`src/arps_pkg.sv`:
```
// Shared constants, types and helper functions of the arpeggiator step scheduler.
package arps_pkg;

    localparam int POOL_DEPTH     = 32;
    localparam int QUEUE_CAPACITY = 64;

    localparam int POOL_AW  = $clog2(POOL_DEPTH);
    localparam int COUNT_W  = $clog2(POOL_DEPTH + 1);
    localparam int IX_W     = COUNT_W + 1;

    localparam int APB_AW   = 5;

    // shared divider: 32-bit dividend, two quotient bits per cycle
    localparam int DVND_W    = 32;
    localparam int DVSR_W    = 12;
    localparam int DIV_STEPS = DVND_W / 2;
    localparam int DIV_CNT_W = $clog2(DIV_STEPS);

    localparam int STEP_W = 21;   // longest step: 60e6 / 30 us
    localparam int PROD_W = 28;   // step * 100

    localparam logic [DVND_W-1:0] QUARTER_US = 32'd60000000;
    localparam logic [DVSR_W-1:0] GATE_SCALE = 12'd100;
    localparam int PATTERN_LEN = 6;
    localparam int BPM_MIN  = 30;
    localparam int BPM_MAX  = 300;
    localparam int GATE_MIN = 1;
    localparam int GATE_MAX = 100;

    typedef enum logic [1:0] {
        MODE_STEP   = 2'd0,
        MODE_APPEND = 2'd1,
        MODE_CLEAR  = 2'd2
    } mode_t;

    typedef enum logic [1:0] {
        STAT_OK         = 2'd0,
        STAT_POOL_EMPTY = 2'd1,
        STAT_SCHED_FULL = 2'd2,
        STAT_POOL_FULL  = 2'd3
    } status_t;

    typedef enum logic [1:0] {
        DIR_UP     = 2'd0,
        DIR_DOWN   = 2'd1,
        DIR_UPDOWN = 2'd2,
        DIR_RANDOM = 2'd3
    } dir_t;

    typedef enum logic [2:0] {
        DIV_QUARTER        = 3'd0,
        DIV_EIGHTH         = 3'd1,
        DIV_EIGHTH_TRIP    = 3'd2,
        DIV_SIXTEENTH      = 3'd3,
        DIV_SIXTEENTH_TRIP = 3'd4,
        DIV_THIRTY_SECOND  = 3'd5
    } division_t;

    typedef enum logic [2:0] {
        REG_TEMPO    = 3'd0,
        REG_DIVISION = 3'd1,
        REG_GATE     = 3'd2,
        REG_DIR      = 3'd3,
        REG_PATTERN  = 3'd4,
        REG_SEED     = 3'd5
    } reg_idx_t;

    typedef struct packed {
        logic [15:0] tempo_bpm;
        logic [2:0]  note_division;
        logic [7:0]  gate_pct;
        logic [1:0]  step_direction;
        logic        pattern_mode;
    } cfg_t;

    typedef struct packed {
        logic        load;
        logic [31:0] value;
    } seed_load_t;

    typedef struct packed {
        logic              start;
        logic [DVND_W-1:0] dividend;
        logic [DVSR_W-1:0] divisor;
    } div_req_t;

    typedef struct packed {
        logic              busy;
        logic              done;
        logic [DVND_W-1:0] quotient;
        logic [DVSR_W-1:0] remainder;
    } div_resp_t;

    typedef struct packed {
        logic [1:0]  status;
        logic        is_note_on;
        logic [3:0]  channel;
        logic [6:0]  note;
        logic [6:0]  velocity;
        logic [7:0]  owner;
        logic [63:0] time_us;
        logic        last;
    } result_t;

    // quarter-note divisor per division code; unknown codes act as sixteenth
    function automatic logic [3:0] div_factor(input logic [2:0] code);
        logic [3:0] f;
        case (code)
            DIV_QUARTER:        f = 4'd1;
            DIV_EIGHTH:         f = 4'd2;
            DIV_EIGHTH_TRIP:    f = 4'd3;
            DIV_SIXTEENTH:      f = 4'd4;
            DIV_SIXTEENTH_TRIP: f = 4'd6;
            DIV_THIRTY_SECOND:  f = 4'd8;
            default:            f = 4'd4;
        endcase
        return f;
    endfunction

    // fixed pattern 0,1,3,2,1,2
    function automatic logic [1:0] pattern_at(input logic [2:0] pos);
        logic [1:0] p;
        case (pos)
            3'd0:    p = 2'd0;
            3'd1:    p = 2'd1;
            3'd2:    p = 2'd3;
            3'd3:    p = 2'd2;
            3'd4:    p = 2'd1;
            3'd5:    p = 2'd2;
            default: p = 2'd0;
        endcase
        return p;
    endfunction

    function automatic logic [31:0] xorshift32(input logic [31:0] s);
        logic [31:0] v;
        v = s;
        v = v ^ (v << 13);
        v = v ^ (v >> 17);
        v = v ^ (v << 5);
        return v;
    endfunction

endpackage

```
`src/arps_ram.sv`:
```
// Generic single-write, single-read RAM with registered read data.
module arps_ram #(
    parameter int WIDTH = 8,
    parameter int DEPTH = 32
) (
    input  logic                     aclk,
    input  logic                     we,
    input  logic [$clog2(DEPTH)-1:0] waddr,
    input  logic [WIDTH-1:0]         wdata,
    input  logic [$clog2(DEPTH)-1:0] raddr,
    output logic [WIDTH-1:0]         rdata
);

    logic [WIDTH-1:0] mem [DEPTH];
    logic [WIDTH-1:0] rdata_reg;

    always_ff @(posedge aclk) begin
        if (we) begin
            mem[waddr] <= wdata;
        end
        rdata_reg <= mem[raddr];
    end

    assign rdata = rdata_reg;

endmodule

```
`src/arps_div.sv`:
```
// Shared iterative restoring divider, two quotient bits per cycle.
module arps_div import arps_pkg::*; (
    input  logic      aclk,
    input  logic      aresetn,
    input  div_req_t  req,
    output div_resp_t resp
);

    logic [DVND_W-1:0]    quo_reg, quo_next;
    logic [DVSR_W-1:0]    rem_reg, rem_next;
    logic [DVSR_W-1:0]    dvsr_reg, dvsr_next;
    logic [DIV_CNT_W-1:0] cnt_reg, cnt_next;
    logic                 busy_reg, busy_next;
    logic                 done_reg, done_next;

    logic [DVSR_W:0]   t1, t2;
    logic              ge1, ge2;
    logic [DVSR_W-1:0] r1, r2;

    always_comb begin
        t1  = {rem_reg, quo_reg[DVND_W-1]};
        ge1 = t1 >= {1'b0, dvsr_reg};
        r1  = ge1 ? DVSR_W'(t1 - {1'b0, dvsr_reg}) : t1[DVSR_W-1:0];
        t2  = {r1, quo_reg[DVND_W-2]};
        ge2 = t2 >= {1'b0, dvsr_reg};
        r2  = ge2 ? DVSR_W'(t2 - {1'b0, dvsr_reg}) : t2[DVSR_W-1:0];

        quo_next  = quo_reg;
        rem_next  = rem_reg;
        dvsr_next = dvsr_reg;
        cnt_next  = cnt_reg;
        busy_next = busy_reg;
        done_next = 1'b0;

        if (req.start) begin
            quo_next  = req.dividend;
            rem_next  = '0;
            dvsr_next = req.divisor;
            cnt_next  = '0;
            busy_next = 1'b1;
        end else if (busy_reg) begin
            quo_next = {quo_reg[DVND_W-3:0], ge1, ge2};
            rem_next = r2;
            cnt_next = cnt_reg + 1'b1;
            if (cnt_reg == DIV_CNT_W'(DIV_STEPS - 1)) begin
                busy_next = 1'b0;
                done_next = 1'b1;
            end
        end
    end

    always_ff @(posedge aclk) begin
        if (!aresetn) begin
            cnt_reg  <= '0;
            busy_reg <= 1'b0;
            done_reg <= 1'b0;
        end else begin
            cnt_reg  <= cnt_next;
            busy_reg <= busy_next;
            done_reg <= done_next;
        end
    end

    always_ff @(posedge aclk) begin
        quo_reg  <= quo_next;
        rem_reg  <= rem_next;
        dvsr_reg <= dvsr_next;
    end

    assign resp.busy      = busy_reg;
    assign resp.done      = done_reg;
    assign resp.quotient  = quo_reg;
    assign resp.remainder = rem_reg;

endmodule

```
`src/arps_seq.sv`:
```
// Sequencer: pool bookkeeping, note pick, step timing and result register.
module arps_seq import arps_pkg::*; (
    input  logic               aclk,
    input  logic               aresetn,
    input  cfg_t               cfg,
    input  seed_load_t         seed,
    input  logic               s_valid,
    output logic               s_ready,
    input  logic [1:0]         s_mode,
    input  logic [31:0]        s_step_number,
    input  logic [63:0]        s_start_time_us,
    input  logic [3:0]         s_midi_channel,
    input  logic [6:0]         s_note_velocity,
    input  logic [7:0]         s_owner_tag,
    input  logic [6:0]         s_queue_used,
    input  logic [6:0]         s_pool_note,
    output logic               m_valid,
    output result_t            m_result,
    input  logic               m_ready,
    output div_req_t           div_req,
    input  div_resp_t          div_resp,
    output logic               ram_we,
    output logic [POOL_AW-1:0] ram_waddr,
    output logic [6:0]         ram_wdata,
    output logic [POOL_AW-1:0] ram_raddr,
    input  logic [6:0]         ram_rdata
);

    typedef enum logic [7:0] {
        S_IDLE = 8'b0000_0001,
        S_IDX  = 8'b0000_0010,
        S_LEN  = 8'b0000_0100,
        S_MUL  = 8'b0000_1000,
        S_GATE = 8'b0001_0000,
        S_ON   = 8'b0010_0000,
        S_OFF  = 8'b0100_0000,
        S_STAT = 8'b1000_0000
    } seq_state_t;

    seq_state_t         state_reg, state_next;
    logic [COUNT_W-1:0] pool_count_reg, pool_count_next;
    logic [31:0]        rnd_reg, rnd_next;
    logic               m_valid_reg, m_valid_next;
    result_t            m_result_reg, m_result_next;

    logic [3:0]         chan_reg, chan_next;
    logic [6:0]         vel_reg, vel_next;
    logic [7:0]         owner_reg, owner_next;
    logic [63:0]        start_reg, start_next;
    logic [POOL_AW-1:0] idx_reg, idx_next;
    logic [PROD_W-1:0]  prod_reg, prod_next;
    logic [63:0]        off_reg, off_next;
    logic [1:0]         status_reg, status_next;

    logic               accept;
    logic               out_free;
    logic [31:0]        rnd_new;
    logic               sched_full;
    logic [IX_W-1:0]    cnt_x, cyc_x, rem_x, ix;
    logic [1:0]         pat;
    logic [8:0]         bpm_cl;
    logic [6:0]         gate_cl;
    logic [12:0]        len_dvsr;

    assign s_ready  = (state_reg == S_IDLE);
    assign accept   = s_valid && s_ready;
    assign out_free = !m_valid_reg || m_ready;
    assign rnd_new  = xorshift32(rnd_reg);
    assign sched_full = (32'(s_queue_used) + 32'd2) > 32'(QUEUE_CAPACITY);

    // note index from the divider remainder
    always_comb begin
        cnt_x = IX_W'(pool_count_reg);
        cyc_x = IX_W'((cnt_x << 1) - IX_W'(2));
        rem_x = div_resp.remainder[IX_W-1:0];
        pat   = pattern_at(div_resp.remainder[2:0]);
        if (pool_count_reg < COUNT_W'(2)) begin
            ix = '0;
        end else if (cfg.pattern_mode) begin
            if (pool_count_reg == COUNT_W'(2)) begin
                ix = IX_W'(pat[0]);
            end else if (pool_count_reg == COUNT_W'(3) && pat == 2'd3) begin
                ix = '0;
            end else begin
                ix = IX_W'(pat);
            end
        end else begin
            case (dir_t'(cfg.step_direction))
                DIR_DOWN:   ix = cnt_x - IX_W'(1) - rem_x;
                DIR_UPDOWN: ix = (rem_x < cnt_x) ? rem_x : cyc_x - rem_x;
                default:    ix = rem_x;
            endcase
        end
    end

    always_comb begin
        if (cfg.tempo_bpm < 16'(BPM_MIN)) begin
            bpm_cl = 9'(BPM_MIN);
        end else if (cfg.tempo_bpm > 16'(BPM_MAX)) begin
            bpm_cl = 9'(BPM_MAX);
        end else begin
            bpm_cl = cfg.tempo_bpm[8:0];
        end
        if (cfg.gate_pct < 8'(GATE_MIN)) begin
            gate_cl = 7'(GATE_MIN);
        end else if (cfg.gate_pct > 8'(GATE_MAX)) begin
            gate_cl = 7'(GATE_MAX);
        end else begin
            gate_cl = cfg.gate_pct[6:0];
        end
        // quarter / factor folded into one division by bpm * factor
        len_dvsr = {4'b0, bpm_cl} * {9'b0, div_factor(cfg.note_division)};
    end

    always_comb begin
        state_next      = state_reg;
        pool_count_next = pool_count_reg;
        rnd_next        = rnd_reg;
        m_valid_next    = m_valid_reg && !m_ready;
        m_result_next   = m_result_reg;
        chan_next       = chan_reg;
        vel_next        = vel_reg;
        owner_next      = owner_reg;
        start_next      = start_reg;
        idx_next        = idx_reg;
        prod_next       = prod_reg;
        off_next        = off_reg;
        status_next     = status_reg;
        div_req         = '0;
        ram_we          = 1'b0;

        if (seed.load) begin
            rnd_next = (seed.value == 32'd0) ? 32'd1 : seed.value;
        end

        case (state_reg)
            S_IDLE: begin
                if (accept) begin
                    case (mode_t'(s_mode))
                        MODE_APPEND: begin
                            if (pool_count_reg < COUNT_W'(POOL_DEPTH)) begin
                                ram_we          = 1'b1;
                                pool_count_next = pool_count_reg + 1'b1;
                                status_next     = STAT_OK;
                            end else begin
                                status_next = STAT_POOL_FULL;
                            end
                            state_next = S_STAT;
                        end
                        MODE_CLEAR: begin
                            pool_count_next = '0;
                            status_next     = STAT_OK;
                            state_next      = S_STAT;
                        end
                        MODE_STEP: begin
                            chan_next  = s_midi_channel;
                            vel_next   = s_note_velocity;
                            owner_next = s_owner_tag;
                            start_next = s_start_time_us;
                            if (pool_count_reg == '0) begin
                                status_next = STAT_POOL_EMPTY;
                                state_next  = S_STAT;
                            end else if (sched_full) begin
                                status_next = STAT_SCHED_FULL;
                                state_next  = S_STAT;
                            end else begin
                                // generator moves even when the pattern overrides
                                if (cfg.step_direction == DIR_RANDOM &&
                                    pool_count_reg >= COUNT_W'(2)) begin
                                    rnd_next = rnd_new;
                                end
                                div_req.start = 1'b1;
                                if (cfg.pattern_mode) begin
                                    div_req.dividend = s_step_number;
                                    div_req.divisor  = DVSR_W'(PATTERN_LEN);
                                end else if (cfg.step_direction == DIR_RANDOM) begin
                                    div_req.dividend = rnd_new;
                                    div_req.divisor  = DVSR_W'(cnt_x);
                                end else if (cfg.step_direction == DIR_UPDOWN) begin
                                    div_req.dividend = s_step_number;
                                    div_req.divisor  = DVSR_W'(cyc_x);
                                end else begin
                                    div_req.dividend = s_step_number;
                                    div_req.divisor  = DVSR_W'(cnt_x);
                                end
                                state_next = S_IDX;
                            end
                        end
                        default: begin
                        end
                    endcase
                end
            end
            S_IDX: begin
                if (div_resp.done) begin
                    idx_next         = ix[POOL_AW-1:0];
                    div_req.start    = 1'b1;
                    div_req.dividend = QUARTER_US;
                    div_req.divisor  = len_dvsr[DVSR_W-1:0];
                    state_next       = S_LEN;
                end
            end
            S_LEN: begin
                if (div_resp.done) begin
                    prod_next  = PROD_W'({7'b0, div_resp.quotient[STEP_W-1:0]} *
                                         {21'b0, gate_cl});
                    state_next = S_MUL;
                end
            end
            S_MUL: begin
                div_req.start    = 1'b1;
                div_req.dividend = DVND_W'(prod_reg);
                div_req.divisor  = GATE_SCALE;
                state_next       = S_GATE;
            end
            S_GATE: begin
                if (div_resp.done) begin
                    off_next   = start_reg + 64'(div_resp.quotient);
                    state_next = S_ON;
                end
            end
            S_ON: begin
                if (out_free) begin
                    m_valid_next  = 1'b1;
                    m_result_next = '{status: STAT_OK, is_note_on: 1'b1,
                                      channel: chan_reg, note: ram_rdata,
                                      velocity: vel_reg, owner: owner_reg,
                                      time_us: start_reg, last: 1'b0};
                    state_next    = S_OFF;
                end
            end
            S_OFF: begin
                if (out_free) begin
                    m_valid_next  = 1'b1;
                    m_result_next = '{status: STAT_OK, is_note_on: 1'b0,
                                      channel: chan_reg, note: m_result_reg.note,
                                      velocity: 7'd0, owner: owner_reg,
                                      time_us: off_reg, last: 1'b1};
                    state_next    = S_IDLE;
                end
            end
            S_STAT: begin
                if (out_free) begin
                    m_valid_next         = 1'b1;
                    m_result_next        = '0;
                    m_result_next.status = status_reg;
                    m_result_next.last   = 1'b1;
                    state_next           = S_IDLE;
                end
            end
            default: begin
                state_next = S_IDLE;
            end
        endcase
    end

    always_ff @(posedge aclk) begin
        if (!aresetn) begin
            state_reg      <= S_IDLE;
            pool_count_reg <= '0;
            rnd_reg        <= 32'd1;
            m_valid_reg    <= 1'b0;
        end else begin
            state_reg      <= state_next;
            pool_count_reg <= pool_count_next;
            rnd_reg        <= rnd_next;
            m_valid_reg    <= m_valid_next;
        end
    end

    always_ff @(posedge aclk) begin
        m_result_reg <= m_result_next;
        chan_reg     <= chan_next;
        vel_reg      <= vel_next;
        owner_reg    <= owner_next;
        start_reg    <= start_next;
        idx_reg      <= idx_next;
        prod_reg     <= prod_next;
        off_reg      <= off_next;
        status_reg   <= status_next;
    end

    assign m_valid   = m_valid_reg;
    assign m_result  = m_result_reg;
    assign ram_waddr = pool_count_reg[POOL_AW-1:0];
    assign ram_wdata = s_pool_note;
    assign ram_raddr = idx_reg;

    a_count_bound: assert property (@(posedge aclk) disable iff (!aresetn)
        pool_count_reg <= COUNT_W'(POOL_DEPTH))
        else $error("pool count beyond depth");

    a_on_then_off: assert property (@(posedge aclk) disable iff (!aresetn)
        (m_valid_reg && !m_result_reg.last) |-> (state_reg == S_OFF))
        else $error("note-on pending without note-off in flight");

    a_clear: assert property (@(posedge aclk) disable iff (!aresetn)
        (accept && s_mode == MODE_CLEAR) |=> (pool_count_reg == '0))
        else $error("clear did not empty the pool");

    a_div_idle: assert property (@(posedge aclk) disable iff (!aresetn)
        (state_reg == S_IDLE) |-> !div_resp.busy)
        else $error("divider still running while idle");

endmodule

```
`src/arpeggiator_step_scheduler.sv`:
```
// Top level: APB register file, note pool RAM, shared divider and sequencer.
//
// An append or clear transfer has its single result registered from the
// status state once the output register is free, and the next transfer
// can be accepted in the same cycle as that result becomes valid. A step
// transfer runs three passes through one shared divider that retires two
// quotient bits per cycle: the index modulo, 60000000 / (bpm * division
// factor) for the step length, and the gated product divided by 100, with
// a 21x7 multiply before the last pass and a 64-bit add after it. The
// note-on is registered once the last pass is done and the output register
// is free, and the note-off follows once the note-on is taken; output
// stalls hold the sequencer. s_ready is high only while the sequencer is
// idle. A result waits in an output register and does not hold up the next
// item. Pool entries live in a RAM with no reset and need no clearing pass;
// only entries below the fill count are ever read. Configuration is to be
// written over APB only while idle; the block does not enforce this. A seed
// write also reloads the random generator, zero loading one.
module arpeggiator_step_scheduler import arps_pkg::*; (
    input  logic              aclk,
    input  logic              aresetn,
    input  logic              psel,
    input  logic              penable,
    input  logic              pwrite,
    input  logic [APB_AW-1:0] paddr,
    input  logic [31:0]       pwdata,
    output logic [31:0]       prdata,
    output logic              pready,
    input  logic              s_valid,
    output logic              s_ready,
    input  logic [1:0]        s_mode,
    input  logic [31:0]       s_step_number,
    input  logic [63:0]       s_start_time_us,
    input  logic [3:0]        s_midi_channel,
    input  logic [6:0]        s_note_velocity,
    input  logic [7:0]        s_owner_tag,
    input  logic [6:0]        s_queue_used,
    input  logic [6:0]        s_pool_note,
    output logic              m_valid,
    input  logic              m_ready,
    output logic [1:0]        m_status,
    output logic              m_is_note_on,
    output logic [3:0]        m_out_channel,
    output logic [6:0]        m_out_note,
    output logic [6:0]        m_out_velocity,
    output logic [7:0]        m_out_owner,
    output logic [63:0]       m_event_time_us,
    output logic              m_last
);

    logic [15:0] tempo_bpm_reg;
    logic [2:0]  note_division_reg;
    logic [7:0]  gate_pct_reg;
    logic [1:0]  step_direction_reg;
    logic        pattern_mode_reg;
    logic [31:0] random_seed_reg;

    logic        wr;
    reg_idx_t    widx;
    cfg_t        cfg;
    seed_load_t  seed;
    div_req_t    div_req;
    div_resp_t   div_resp;
    result_t     result;

    logic               ram_we;
    logic [POOL_AW-1:0] ram_waddr, ram_raddr;
    logic [6:0]         ram_wdata, ram_rdata;

    assign pready = 1'b1;
    assign wr     = psel && penable && pwrite && pready;
    assign widx   = reg_idx_t'(paddr[APB_AW-1:2]);

    always_ff @(posedge aclk) begin
        if (!aresetn) begin
            tempo_bpm_reg      <= 16'd120;
            note_division_reg  <= DIV_SIXTEENTH;
            gate_pct_reg       <= 8'd50;
            step_direction_reg <= DIR_UP;
            pattern_mode_reg   <= 1'b0;
            random_seed_reg    <= 32'd1;
        end else if (wr) begin
            case (widx)
                REG_TEMPO:    tempo_bpm_reg      <= pwdata[15:0];
                REG_DIVISION: note_division_reg  <= pwdata[2:0];
                REG_GATE:     gate_pct_reg       <= pwdata[7:0];
                REG_DIR:      step_direction_reg <= pwdata[1:0];
                REG_PATTERN:  pattern_mode_reg   <= pwdata[0];
                REG_SEED:     random_seed_reg    <= pwdata;
                default: begin
                end
            endcase
        end
    end

    always_comb begin
        case (widx)
            REG_TEMPO:    prdata = {16'd0, tempo_bpm_reg};
            REG_DIVISION: prdata = {29'd0, note_division_reg};
            REG_GATE:     prdata = {24'd0, gate_pct_reg};
            REG_DIR:      prdata = {30'd0, step_direction_reg};
            REG_PATTERN:  prdata = {31'd0, pattern_mode_reg};
            REG_SEED:     prdata = random_seed_reg;
            default:      prdata = 32'd0;
        endcase
    end

    assign cfg.tempo_bpm      = tempo_bpm_reg;
    assign cfg.note_division  = note_division_reg;
    assign cfg.gate_pct       = gate_pct_reg;
    assign cfg.step_direction = step_direction_reg;
    assign cfg.pattern_mode   = pattern_mode_reg;
    assign seed.load          = wr && (widx == REG_SEED);
    assign seed.value         = pwdata;

    arps_ram #(
        .WIDTH (7),
        .DEPTH (POOL_DEPTH)
    ) u_pool (
        .aclk  (aclk),
        .we    (ram_we),
        .waddr (ram_waddr),
        .wdata (ram_wdata),
        .raddr (ram_raddr),
        .rdata (ram_rdata)
    );

    arps_div u_div (
        .aclk    (aclk),
        .aresetn (aresetn),
        .req     (div_req),
        .resp    (div_resp)
    );

    arps_seq u_seq (
        .aclk            (aclk),
        .aresetn         (aresetn),
        .cfg             (cfg),
        .seed            (seed),
        .s_valid         (s_valid),
        .s_ready         (s_ready),
        .s_mode          (s_mode),
        .s_step_number   (s_step_number),
        .s_start_time_us (s_start_time_us),
        .s_midi_channel  (s_midi_channel),
        .s_note_velocity (s_note_velocity),
        .s_owner_tag     (s_owner_tag),
        .s_queue_used    (s_queue_used),
        .s_pool_note     (s_pool_note),
        .m_valid         (m_valid),
        .m_result        (result),
        .m_ready         (m_ready),
        .div_req         (div_req),
        .div_resp        (div_resp),
        .ram_we          (ram_we),
        .ram_waddr       (ram_waddr),
        .ram_wdata       (ram_wdata),
        .ram_raddr       (ram_raddr),
        .ram_rdata       (ram_rdata)
    );

    assign m_status        = result.status;
    assign m_is_note_on    = result.is_note_on;
    assign m_out_channel   = result.channel;
    assign m_out_note      = result.note;
    assign m_out_velocity  = result.velocity;
    assign m_out_owner     = result.owner;
    assign m_event_time_us = result.time_us;
    assign m_last          = result.last;

endmodule
```
`config.mk`:
```
export PLATFORM = sky130hd
export DESIGN_NAME = arpeggiator_step_scheduler
export DESIGN_NICKNAME = d
export VERILOG_FILES = /design/src/arps_pkg.sv /design/src/arps_ram.sv /design/src/arps_div.sv /design/src/arps_seq.sv /design/src/arpeggiator_step_scheduler.sv
export SDC_FILE = /design/constraint.sdc
export NUM_CORES = 1
export LEC_CHECK = 0
export BUFFER_PORTS_ARGS = -buffer_cell sky130_fd_sc_hd__buf_2
export CAP_MARGIN = 20
export CORE_ASPECT_RATIO = 1.2
export CORE_UTILIZATION = 35
export CTS_BUF_LIST = sky130_fd_sc_hd__clkbuf_4 sky130_fd_sc_hd__clkbuf_8
export CTS_CLUSTER_SIZE = 30
export DETAILED_ROUTE_END_ITERATION = 8
export GPL_ROUTABILITY_DRIVEN = 0
export MAX_ROUTING_LAYER = met4
export PLACE_DENSITY_LB_ADDON = 0.25
export SLEW_MARGIN = 10
export SYNTH_ARGS = -nofsm -noshare
export SYNTH_HDL_FRONTEND = slang
export SYNTH_SLANG_ARGS = --single-unit
```
`constraint.sdc`:
```
create_clock -name aclk -period 6.6 [get_ports aclk]
set_clock_uncertainty 0.2 [all_clocks]
set_input_delay 0.33 -clock aclk [delete_from_list [all_inputs] [get_ports aclk]]
set_output_delay 0.33 -clock aclk [all_outputs]
set_load 0.1 [all_outputs]
```
* Word-level counts from Yosys, hierarchy flattened
Memories as Yosys holds them, arrays and structs flattened. A register that Yosys moved wholly into a read port is not among the register bits. Cells that the tools add are included.
Storage, ports and cells: register bits after elaboration 447, input port bits 175, memories kept 1, memory bits (writable) 224
Memories:
- u_pool.mem | depth 32, width 7, read ports 1, clocked after memory_dff 1, write ports 1, RTL line arps_ram.sv:14 | logic [WIDTH-1:0] mem [DEPTH];
Cells by class: reduce and logical (&&, ||, !) cells 42, equality and inequality tests 42, $mul 2, $add $sub $neg 10, bitwise gates (word level) 6, muxes and demuxes 65, magnitude comparators 11
Operators by type and width (count):
- 32-bit two-way mux | 10
- 94-bit two-way mux | 3
- 94-bit one-hot mux with 3 select lines | 1
- 45-bit two-way mux | 5
- 32-bit one-hot mux with 6 select lines | 1
- 45-bit one-hot mux with 3 select lines | 1
- 44-bit two-way mux | 2
- 64-bit by 32-bit adder with 64-bit output | 1
- 8-bit two-way mux | 8
- 32-bit XOR | 2
- 8-bit one-hot mux with 7 select lines | 1
- 32-bit by 7-bit greater-than comparator with 1-bit output, second input constant | 1
- 32-bit logical NOT | 1
- 32-bit by 15-bit XOR with 32-bit output | 1
- 21-bit by 7-bit multiplier with 28-bit output | 1
- 13-bit by 12-bit >= comparator with 1-bit output | 2
- 12-bit two-way mux | 2
- 12-bit subtractor | 2
- 7-bit two-way mux | 3
- 4-bit one-hot mux with 5 select lines | 1
- 3-bit == test, second input constant | 6
- 9-bit two-way mux | 2
- 2-bit AND reduction | 9
- 16-bit by 9-bit greater-than comparator with 1-bit output, second input constant | 1
- 54 further kinds | 111

* Logic depth before layout (Yosys ltp)
word-level depth 11, mapped depth 24, mapped depth without buffers 23

* Modules after synthesis
Synthesis repeated with hierarchy kept, for this count alone.
Second synthesis, totals: cells, all modules 3140, area total of the unflattened synthesis 37541.0 µm²
Modules (own cells, without submodules):
- arps_seq | sequential area each 9228.9 µm², cells each 2112, area an instance 22063.7 µm², instances 1
- arps_ram | sequential area each 6866.6 µm², cells each 370, area an instance 8833.5 µm², instances 1
- arps_div | sequential area each 1681.6 µm², cells each 327, area an instance 3723.6 µm², instances 1
- arpeggiator_step_scheduler | sequential area each 1241.2 µm², cells each 331, area an instance 2920.3 µm², instances 1

* Worst setup path after synthesis
No wires, ideal clock.
path type register -> register, start point reg gate_pct_reg[0], end point reg u_seq.prod_reg[26], data pin, stages on the path, launching flop included 24, period minus slack after synthesis 6.117 ns, arrival time 5.659 ns, setup slack 0.483 ns, cell sequence dfxtp_1 o21ai_0 nand2_1 a31oi_1 clkbuf_1 and2_1 clkbuf_1 nand2_1 fa_1 fa_1 inv_1 fa_1 inv_1 fa_1 inv_1 ha_1 o2111ai_1 o21ai_1 a21oi_2 o21ai_1 or4b_1 a31o_2 a21oi_1 xnor2_1
On the way: word-level cells in the longest chain between the ends 4, elaborated cells on any way between the ends 5
RTL lines:
- from (decl) | RTL line arpeggiator_step_scheduler.sv:52 | logic [7:0] gate_pct_reg;
- from (signal assigned) | RTL line arpeggiator_step_scheduler.sv:85 | REG_GATE: gate_pct_reg <= pwdata[7:0];
- 8-bit by 7-bit greater-than comparator with 1-bit output | RTL line arps_seq.sv:106 | end else if (cfg.gate_pct > 8'(GATE_MAX)) begin
- 7-bit two-way mux | RTL line arps_seq.sv:106
- 7-bit two-way mux (*) | RTL line arps_seq.sv:104 | if (cfg.gate_pct < 8'(GATE_MIN)) begin
- 21-bit by 7-bit multiplier with 28-bit output (*) | RTL line arps_seq.sv:205 | prod_next = PROD_W'({7'b0, div_resp.quotient[STEP_W-1:0]} *
- to (signal assigned) | RTL line arps_seq.sv:278 | prod_reg <= prod_next;
- to (decl) | RTL line arps_seq.sv:51 | logic [PROD_W-1:0] prod_reg, prod_next;
Mark *: on every way between the ends. The rest lies on a longest branch, timed or not. A chain may end at the register's enable or synchronous reset.

* Worst setup path in the final report
Ends and elaborated chain as after synthesis.

==> results.yml <==
run_status:
  status: "finished, final reports clean"
synthesis:
  yosys.cell_types.count: 84
  ys_seq_area_frac: 0.5207
  syn-num-nets: 3503
  synth_edf_count: 544
  avgSynthCellArea_um2: 11.87
  synth_top_area_frac: 0.4473
  synth_area_um2: 36520
  yosys_warnings: 0
  synth.mux.area_fraction: 0.05643
  synth_compound_area_frac: 0.1059
  synth_top_area_cell: "edfxtp_1"
  synthTopCellsByArea: "edfxtp_1 45%, dfxtp_1 7.3%, fa_1 6.2%"
  synthSimpleGateAreaFrac: 0.1283
  synth_xor_area_frac: 0.04557
  synth-adder-area-share: 0.1092
  synth_top_family_by_area: "simple AND/OR/NAND/NOR gates"
  synth_seq_cells: 678
  synthFlopType: "edfxtp_1"
  async_flop_share: 0
  syn_inst: 3077
clock_tree:
  cts_tree: "done"
  cts_inserted_buffers: 113
  clk_pin_slew_ns: 0.06
  clock-sinks: 678
  root_buffer: "clkbuf_8"
  clockBufferDepth: 3
  clk-insertion-delay-late_ns: 0.83
  ctsHtreeMaxLevel: 3
power_and_ir_drop:
  p_clk_frac: 0.360
  p_leak_uw: 0.01728
  combPwrFrac: 0.212
  power.switching_uw: 3283
  seqPwrFrac: 0.429
  intPower_uw: 7931
  power.density_nw_per_um2: 252.2
  worst_ir_drop_vdd_mv: 0.2211
  swShare: 0.2927
global_route:
  grt_usage: 0.2000
  antenna_found_initial: 5
  grt_max_degree: 106
  grt_pass1_wl_um: 157300
  overflow: 0
  grt_pass1_vias: 26360
sta:
  finalCritPeriodShare: 0.9611
  hold_viol_final: 0
  rsz0062_at_grt: "no"
  tightestPinTransition_ns: 1.038
  finalSetupViolCount: 0
  fmax_mhz: 157.6
  min_period_ns: 6.343
  finalSetupTns_ns: 0
  maxSlewViolCount: 0
  maxSlewHeadroom: 0.3045
finish:
  drive_gt1_frac: 0.1758
  fin_util: 0.4304
  syn2layout_area_growth_pct: 21.73
  fill_cells: 9755
  design_area_um2: 44460
  largest_reg_flops: 224
  nets: 4040
hold_path:
  whs_path_depth: 2
  hold_class: "in -> reg"
  worstHoldStart: "s_start_time_us[8]"
setup_path:
  cp-end-kind: "flop"
  r2r-start: "gate_pct_reg[0]"
  reg2regPathDepth: 23
  crit_path_start_kind: "flop"
  critical_path.max_fanout: 25
  crit_start: "gate_pct_reg[0]"
  cp.required_ns: 6.96
  criticalPathCategory: "reg -> reg"
  arrival_ns: 6.70
floorplan:
  core_um2: 103300
  die_area_um2: 105600
  die_w_um: 296.9
  rows: 129
  num_io_pins: 304
  start_util: 0.3535
  die-height_um: 355.9
placement:
  placed_cell_area_um2: 39490
  port_buffers: 300
  hpwlAfterDp_um: 72480
detailed_routing:
  drc_errors: 0
  drt_iter0_markers: 1548
  routed_wl_um: 103700
  via_per_inst: 5.133
  num_vias: 26120
  ant_nets: 0
  wl_per_cell_um: 20.39
  dr.pass1.iters: 5
flow_run:
  cap_violations: 0
logic make-up after synthesis:
kind of cell / Yosys count
adders and majority gates: 251
buffers and inverters: 322
and+or+nand+nor: 970
DFF: 678
AOI/OAI and AO/OA: 549
other: 1
xor gates and xnor gates: 190
muxes: 116
cells in the final DEF, fill, tap and decap left out, drive strengths merged, types with 11 or more instances in the layout:
cell	count
mux4	70
nand4	22
nand2b	22
nand2	322
a22oi	21
and2	91
clkbuf	160
a21oi	125
nor2	193
buf	337
mux2i	27
o21ai	79
a21boi	49
inv	171
nor3	47
nor4	16
edfxtp	544
a21o	40
clkinv	40
a31oi	11
o21a	19
ha	138
a221o	20
a211oi	35
xor2	74
dlygate4sd3	239
nor2b	55
a221oi	19
a22o	64
nand3	67
and3	98
dfxtp	134
xnor2	116
fa	113
mux2	19
critical path: stages (launching register included):
cell and delay (ns):
dfxtp_1 0.41, o21ai_0 0.12, nand2_1 0.12, a31oi_4 0.13
buf_4 0.19, clkbuf_16 0.19, and3_1 0.21, fa_1 0.53
inv_1 0.05, fa_1 0.48, inv_1 0.06, fa_1 0.54
inv_1 0.06, fa_1 0.53, inv_1 0.05, ha_1 0.34
o2111ai_1 0.25, o21ai_1 0.20, a21oi_2 0.29, o21ai_1 0.15
or4b_1 0.52, a31o_2 0.26, a21oi_1 0.17, xnor2_1 0.08
power by group through the flow:
stage / Sequential, uW / Combinational, uW / Clock [uW]
2_1_floorplan: 4950 / 1630 / 0
3_3_place_gp: 4890 / 2230 / 0
3_5_place_dp: 4900 / 2230 / 0
4_1_cts: 4810 / 2360 / 4140
5_1_grt: 4810 / 2620 / 4320
6_report: 4810 / 2370 / 4030
Yosys cell counts (5+ instances only):
cell	instances
nand2b_1	22
a21oi_1	122
nor4_1	16
nand2_1	322
or3_1	5
fa_1	113
nor2b_1	55
o22ai_1	5
or2_2	8
and3_1	98
a22o_1	64
nor3b_1	10
nand3_1	67
mux2i_1	27
xnor2_1	116
a21boi_0	48
a22oi_1	20
o21bai_1	9
ha_1	138
mux2_2	19
nor3_1	46
o21a_1	19
nor2_1	192
o211ai_1	9
mux4_2	70
clkbuf_1	128
edfxtp_1	544
a31oi_1	11
buf_2	9
o31ai_1	9
a21o_1	40
nand4_1	22
dfxtp_1	134
xor2_1	74
a221oi_1	19
o21ai_0	75
and2_1	90
a221o_1	20
inv_1	164
buf_1	16
a211oi_1	34
through the flow:
stage | total power, uW | hold slack [ns] | setup WS [ns] | instances
2_1_floorplan | 6580 | 0.2289 | 0.4829 | 3077
3_3_place_gp | 7127 | 0.2491 | 0.1455 | 4628
3_5_place_dp | 7127 | 0.2573 | 0.06547 | 4628
4_1_cts | 11310 | 0.0002247 | 0.06070 | 5077
5_1_grt | 11750 | 0.02232 | 0.0005973 | 5088
6_report | 11210 | 0.07796 | 0.2568 | 5088
timing repair:
item	4_1_cts	5_1_grt
hold endpoints to repair	450	0
hold buffers	239	0
setup buffers	0	3
endpoints found under the setup margin	0	3
gates resized for setup	0	6
cell type report:
type / count / area [um2] / area share
sequential: 678 / 19020 / 0.4278
inverter: 167 / 626.9 / 0.01410
timing repair buffer: 577 / 4249 / 0.09558
clock buffer: 159 / 1963 / 0.04416
tap: 1375 / 1720 / 0.03870
multi-input combinational: 2077 / 16390 / 0.3686
clock inverter: 51 / 480.5 / 0.01081
antenna: 4 / 10.01 / 0.0002252
per-layer routing:
metal / wire length [um] / vias up / GRT usage
met5: 0 / - / -
met4: 3419 / 0 / 0.08113
met3: 5279 / 174 / 0.02890
met2: 50990 / 741 / 0.3307
met1: 44050 / 12930 / 0.2462
li1: - / 12270 / -
worst paths after layout:
path                    endpoint  slack [ns]
max reg2reg   u_seq.prod_reg[26]        0.26
min           u_seq.start_reg[8]        0.08
max           u_seq.prod_reg[26]        0.26
min reg2reg  random_seed_reg[18]        0.27
Power figures use the tool's default switching activity.
